### config.mk
export PLATFORM = sky130hd
export DESIGN_NAME = pcaw_ctrl
export DESIGN_NICKNAME = d
export VERILOG_FILES = /design/src/rtl/core/pcaw_pkg.sv /design/src/rtl/core/pcaw_ctrl.sv
export SDC_FILE = /design/constraint.sdc
export NUM_CORES = 1
export LEC_CHECK = 0
export BUFFER_PORTS_ARGS = -buffer_cell sky130_fd_sc_hd__buf_2
export CORE_UTILIZATION = 35
export CTS_BUF_LIST = sky130_fd_sc_hd__clkbuf_8
export DETAILED_ROUTE_END_ITERATION = 8
export HOLD_SLACK_MARGIN = 0.15
export PLACE_DENSITY = 0.58
export SLEW_MARGIN = 25
export SYNTH_ARGS = -nofsm -noshare
export SYNTH_HDL_FRONTEND = slang
export SYNTH_SLANG_ARGS = --single-unit
export TNS_END_PERCENT = 100
### constraint.sdc
create_clock -name i_clk -period 2.71 [get_ports i_clk]
set_input_delay 0.1355 -clock i_clk [delete_from_list [all_inputs] [get_ports i_clk]]
set_output_delay 0.1355 -clock i_clk [all_outputs]
set_load 0.005 [all_outputs]
### src/rtl/core/pcaw_pkg.sv
// types, constants and helper functions of the whitened projection block
`default_nettype none

package pcaw_pkg;

    // store sizes
    localparam int MAX_ROWS = 32;
    localparam int MAX_COLS = 256;

    localparam int ROW_AW      = (MAX_ROWS > 1) ? $clog2(MAX_ROWS) : 1;
    localparam int COL_AW      = (MAX_COLS > 1) ? $clog2(MAX_COLS) : 1;
    localparam int BASIS_DEPTH = MAX_ROWS * MAX_COLS;
    localparam int BASIS_AW    = $clog2(BASIS_DEPTH);
    localparam int NR_W        = $clog2(MAX_ROWS + 1);
    localparam int NC_W        = $clog2(MAX_COLS + 1);

    // arithmetic widths
    localparam int VAL_W     = 16;
    localparam int DIFF_W    = VAL_W + 1;
    localparam int PROD_W    = DIFF_W + VAL_W;
    localparam int ACC_W     = PROD_W + COL_AW;
    localparam int ACC_SHIFT = 15;
    localparam int TQ_W      = ACC_W - ACC_SHIFT;
    localparam int SP_W      = TQ_W + VAL_W;
    localparam int SC_SHIFT  = 8;
    localparam int SH_W      = SP_W - SC_SHIFT;
    localparam int RES_W     = 32;

    // input actions
    localparam logic [1:0] ACT_BASIS  = 2'd0;
    localparam logic [1:0] ACT_MEAN   = 2'd1;
    localparam logic [1:0] ACT_SCALE  = 2'd2;
    localparam logic [1:0] ACT_SAMPLE = 2'd3;

    // configuration registers
    localparam int         CFG_IDX_W     = 1;
    localparam int         CFG_DW        = 9;
    localparam logic [0:0] CFG_ROWS_USED = 1'd0;
    localparam logic [0:0] CFG_COLS_USED = 1'd1;
    localparam logic [5:0] ROWS_USED_RST = 6'd32;
    localparam logic [8:0] COLS_USED_RST = 9'd256;

    typedef struct packed {
        logic [1:0]        action;
        logic [4:0]        row;
        logic [7:0]        column;
        logic signed [15:0] value;
    } t_in_item;

    typedef struct packed {
        logic signed [31:0] projected_value;
        logic [4:0]         row_index;
        logic               last_of_vector;
    } t_out_item;

    typedef enum logic [1:0] {
        ST_IDLE,
        ST_RUN,
        ST_DRAIN
    } t_state;

    // controller to datapath
    typedef struct packed {
        logic              wr_basis;
        logic              wr_mean;
        logic              wr_scale;
        logic              wr_sample;
        logic              issue;
        logic              first;
        logic              last;
        logic              vec_last;
        logic [ROW_AW-1:0] row;
        logic [COL_AW-1:0] col;
    } t_dp_cmd;

    // datapath to controller
    typedef struct packed {
        logic vec_done;
    } t_dp_stat;

    function automatic logic [NR_W-1:0] clamp_rows(input logic [5:0] v);
        if (v == 6'd0) begin
            return NR_W'(1);
        end else if (32'(v) > MAX_ROWS) begin
            return NR_W'(MAX_ROWS);
        end else begin
            return NR_W'(v);
        end
    endfunction

    function automatic logic [NC_W-1:0] clamp_cols(input logic [8:0] v);
        if (v == 9'd0) begin
            return NC_W'(1);
        end else if (32'(v) > MAX_COLS) begin
            return NC_W'(MAX_COLS);
        end else begin
            return NC_W'(v);
        end
    endfunction

    function automatic logic [BASIS_AW-1:0] basis_addr(input logic [ROW_AW-1:0] r,
                                                       input logic [COL_AW-1:0] c);
        return BASIS_AW'(BASIS_AW'(r) * BASIS_AW'(MAX_COLS) + BASIS_AW'(c));
    endfunction

endpackage

`default_nettype wire

### src/rtl/core/pcaw_ctrl.sv
// controller: configuration registers, load decode and row/column sequencer
`default_nettype none

module pcaw_ctrl (
    input  logic                          i_clk,
    input  logic                          i_rst_n,
    input  logic                          i_start,
    output logic                          o_busy,
    input  logic [1:0]                    i_action,
    input  logic [4:0]                    i_row,
    input  logic [7:0]                    i_column,
    input  logic                          i_cfg_valid,
    output logic                          o_cfg_ready,
    input  logic [pcaw_pkg::CFG_IDX_W-1:0] i_cfg_index,
    input  logic [pcaw_pkg::CFG_DW-1:0]    i_cfg_data,
    input  pcaw_pkg::t_dp_stat            i_stat,
    output pcaw_pkg::t_dp_cmd             o_cmd
);
    import pcaw_pkg::*;

    t_state            r_state, n_state;
    logic [NR_W-1:0]   r_nr;
    logic [NC_W-1:0]   r_nc;
    logic [ROW_AW-1:0] r_row, n_row;
    logic [COL_AW-1:0] r_col, n_col;

    logic accept, row_ok, col_ok, final_smp, col_end, row_end;

    always_ff @(posedge i_clk) begin
        if (!i_rst_n) begin
            r_state <= ST_IDLE;
            r_nr    <= clamp_rows(ROWS_USED_RST);
            r_nc    <= clamp_cols(COLS_USED_RST);
            r_row   <= '0;
            r_col   <= '0;
        end else begin
            r_state <= n_state;
            r_row   <= n_row;
            r_col   <= n_col;
            if (i_cfg_valid) begin
                case (i_cfg_index)
                    CFG_ROWS_USED: r_nr <= clamp_rows(i_cfg_data[5:0]);
                    CFG_COLS_USED: r_nc <= clamp_cols(i_cfg_data);
                    default: ;
                endcase
            end
        end
    end

    always_comb begin
        accept    = i_start & (r_state == ST_IDLE);
        row_ok    = 32'(i_row) < MAX_ROWS;
        col_ok    = 32'(i_column) < MAX_COLS;
        final_smp = col_ok & ((32'(i_column) + 32'd1) == 32'(r_nc));
        col_end   = r_col == COL_AW'(r_nc - NC_W'(1));
        row_end   = r_row == ROW_AW'(r_nr - NR_W'(1));

        n_state = r_state;
        n_row   = r_row;
        n_col   = r_col;
        o_cmd   = '0;

        case (r_state)
            ST_IDLE: begin
                if (accept) begin
                    case (i_action)
                        ACT_BASIS:  o_cmd.wr_basis  = row_ok & col_ok;
                        ACT_MEAN:   o_cmd.wr_mean   = col_ok;
                        ACT_SCALE:  o_cmd.wr_scale  = row_ok;
                        ACT_SAMPLE: begin
                            o_cmd.wr_sample = col_ok;
                            if (final_smp) begin
                                n_state = ST_RUN;
                                n_row   = '0;
                                n_col   = '0;
                            end
                        end
                        default: ;
                    endcase
                end
            end
            ST_RUN: begin
                o_cmd.issue    = 1'b1;
                o_cmd.row      = r_row;
                o_cmd.col      = r_col;
                o_cmd.first    = r_col == '0;
                o_cmd.last     = col_end;
                o_cmd.vec_last = col_end & row_end;
                if (col_end) begin
                    n_col = '0;
                    if (row_end) begin
                        n_state = ST_DRAIN;
                    end else begin
                        n_row = r_row + 1'b1;
                    end
                end else begin
                    n_col = r_col + 1'b1;
                end
            end
            ST_DRAIN: begin
                if (i_stat.vec_done) begin
                    n_state = ST_IDLE;
                end
            end
            default: begin
                n_state = ST_IDLE;
            end
        endcase
    end

    assign o_busy      = r_state != ST_IDLE;
    assign o_cfg_ready = 1'b1;

endmodule

`default_nettype wire

==> impl_metrics.toml <==
[routing]
route.detailed.drc = 0
drt-total-wl_um = 6030
final_antenna_violating_net_count = 0
routed_via_density = 5.468
drt_iter0_drc = 166
drt_pre_antenna_iters = 4
dr_total_vias = 2324
route.detailed.wl_per_inst_um = 14.19

[power]
vdd.ir_drop.worst_v = 0.0002075
totalPowerFinal_w = 0.0009562
p_leak_nw = 1.123
cellPowerDensity_mw_per_mm2 = 337.6

[clocking]
path_clk_slew_ps = 70
hold_buffers = 0
clock_sinks = 29
total_clock_buffers_created_by_cts = 5
maximum_count_of_clock_buffers_along_a_single_path = 2
clk_root_buffer_cell = "clkbuf_8"
clock_latency_late_sink_ps = 280
deepest_level_of_the_cts_h_tree = 2
tritoncts = "yes"

[synthesis]
syn_area_per_cell_um2 = 7.751
postSynthRegisterBits = 29
syn_inst = 298
seq_area_frac_synth_pct = 25.14
synthDistinctLibCells = 57
asyncSetResetFlopFracSynth_pct = 0
syn-cell-area_mm2 = 0.002310
ys_dominant_reg_cell = "dfxtp_1"
yosys_warning_count = 0
net_count_of_the_mapped_netlist = 334
synth_enable_flop_cells = 0

[cells_and_area]
utilization_pct = 44.61
design_area_mm2 = 0.002833
drive_gt1_share_pct = 25.57
final_cell_mix = "buf_2 (46), dfxtp_1 (27), nand2_1 (21), a21oi_1 (21), nor2_1 (18)"
most_common_cell_after_layout_fill_and_taps_aside = "buf_2"
antenna_cells_inserted = 0
final_nets = 383
layout-area-overhead-vs-synth_pct = 22.64

[sta]
setup-violations-final = 0
period_needed_ps = 2603
period_share_pct = 96.05
timing.final.max_slew_violations = 0
finalHoldViolCount = 0
rsz0062_at_grt = "no"
worst-slew-pin-transition_ps = 671.0
skew_ps = 6.012
fmax_mhz = 384.2
fin_tns_setup_ps = 0
slew_headroom_pct = 55.27

[worst_setup_path]
critical_path.n_buffers_inverters = 2
critical_path.startpoint_type = "flop"
critPathKind = "flop to flop"
setup.worst_path.end_class = "flop"
crit_chain = "inv_1 -> ha_4 -> or3b_4 -> nor4_4 -> o32ai_4 -> buf_4 -> a211oi_4 -> or4b_1 -> o211ai_1"
cp_slowest_cell = "or4b_1"
crit_path_max_incr_delay_ps = 490
worst-path-max-fanout = 6
cp_top_family = "simple AND/OR/NAND/NOR gates"
crit_required_ps = 2910
cp.arrival_ps = 2810

[placement]
post_dp_cell_area_mm2 = 0.002630
hpwlAfterDp_um = 4456
globalplace.congestion = 0.8277
placement.io_buffers = 46

[floorplan]
dieWidth_um = 83.24
fp.dieH_um = 83.24
core-area_mm2 = 0.006350
area_enclosed_by_the_die_boundary_mm2 = 0.006928
std_cell_rows = 29
floorplan.initialDensity_pct = 36.37
io_pins = 53

[run]
maxCapViolations = 0

[global_routing]
largest_net_degree_at_the_start_of_global_routing = 27
first_global_vias = 2195
grt_first_pass_wirelength_um = 10420
overflow = 0
globalRouteTotalUtil_pct = 18.46
number_of_antenna_violations_at_the_first_check_in_global_routing = 0

[run_status]
status = "finished clean"

[hold_path]
min_delay_worst_type = "input pin to flop"
-- where the power goes --
group / switching [W] / internal, W
logic: 0.0000860 / 0.0000730
registers: 0.0000108 / 0.000433
clock network: 0.000177 / 0.000177
total: 0.000274 / 0.000683
-- metrics by stage --
stage,cells,worst slack (ps),hold WS [ps]
after global placement,413,120.5,447.4
after floorplan,298,186.3,304.0
after detailed placement,413,44.81,457.5
final,425,106.9,164.2
after CTS,422,16.29,156.7
after global routing,425,7.023,177.7
-- registers in the layout, indices dropped and copies added (netlist names) --
| name | cells |
|---|---|
| r_row | 5 |
| r_nc | 9 |
| r_state | 2 |
| r_col | 8 |
| r_nr | 5 |
-- tightest hold or removal path, cell delays in order --
cell	delay [ps]
buf_2	90
a21oi_1	50
o21ai_0	130
-- synthesized netlist by cell type (4+ instances only) --
cell | count | area, µm²
a21oi_1 | 22 | 110.1
a221o_1 | 4 | 40.04
a311oi_1 | 4 | 35.03
and2_1 | 14 | 87.58
clkbuf_1 | 14 | 52.55
dfxtp_1 | 29 | 580.6
ha_1 | 6 | 75.07
inv_1 | 10 | 37.54
nand2_1 | 21 | 78.83
nand3_1 | 11 | 55.05
nor2_1 | 18 | 67.56
nor2b_1 | 14 | 87.58
nor3_1 | 11 | 55.05
nor3b_1 | 16 | 120.1
nor4_1 | 6 | 37.54
nor4b_1 | 4 | 35.03
o21ai_0 | 6 | 30.03
or3_1 | 4 | 25.02
xnor2_1 | 17 | 148.9
xor2_1 | 9 | 78.83
-- logic make-up after synthesis --
group                      synth area share [%]
buffers and inverters                     5.634
and+or+nand+nor                           34.18
other                                    0.1624
muxes                                    0.4875
xor gates and xnor gates                  9.859
DFF                                       25.14
AOI/OAI and AO/OA                         21.29
adders and majority gates                 3.250
-- worst paths after layout --
path / from / end / slack, ps / depth (start not counted)
worst min-delay path: i_cfg_valid / r_nc[8] / 160 / 3
worst max-delay path: r_nc[1] / r_row[3] / 110 / 9
worst min register to register: r_nr[4] / r_nr[4] / 540 / 2
worst max register to register: r_nc[1] / r_row[3] / 110 / 9
-- final cells by class --
cell class | instances | area [µm²]
Fill cell | 643 | 3517
Multi-Input combinational cell | 239 | 1683
Sequential cell | 29 | 583.1
Timing Repair Buffer | 61 | 342.8
Tap cell | 77 | 96.34
Clock buffer | 5 | 68.82
Inverter | 11 | 41.29
Clock inverter | 3 | 17.52
-- timing repair --
| action | CTS | global route |
|---|---|---|
| setup endpoints to repair | 2 | 12 |
| pin swaps | 3 | 4 |
| resized for setup | 15 | 2 |
| setup buffers | 1 | 3 |
| cloned | 0 | 0 |
-- per-layer routing --
metal	part of all wire (%)	global-route usage [%]	up-vias
met5	0	0	-
met1	48	24.68	1084
met4	0.73	5.016	0
li1	-	-	1175
met3	4.9	4.274	5
met2	46	29.73	60
Power figures use the tool's default switching activity.
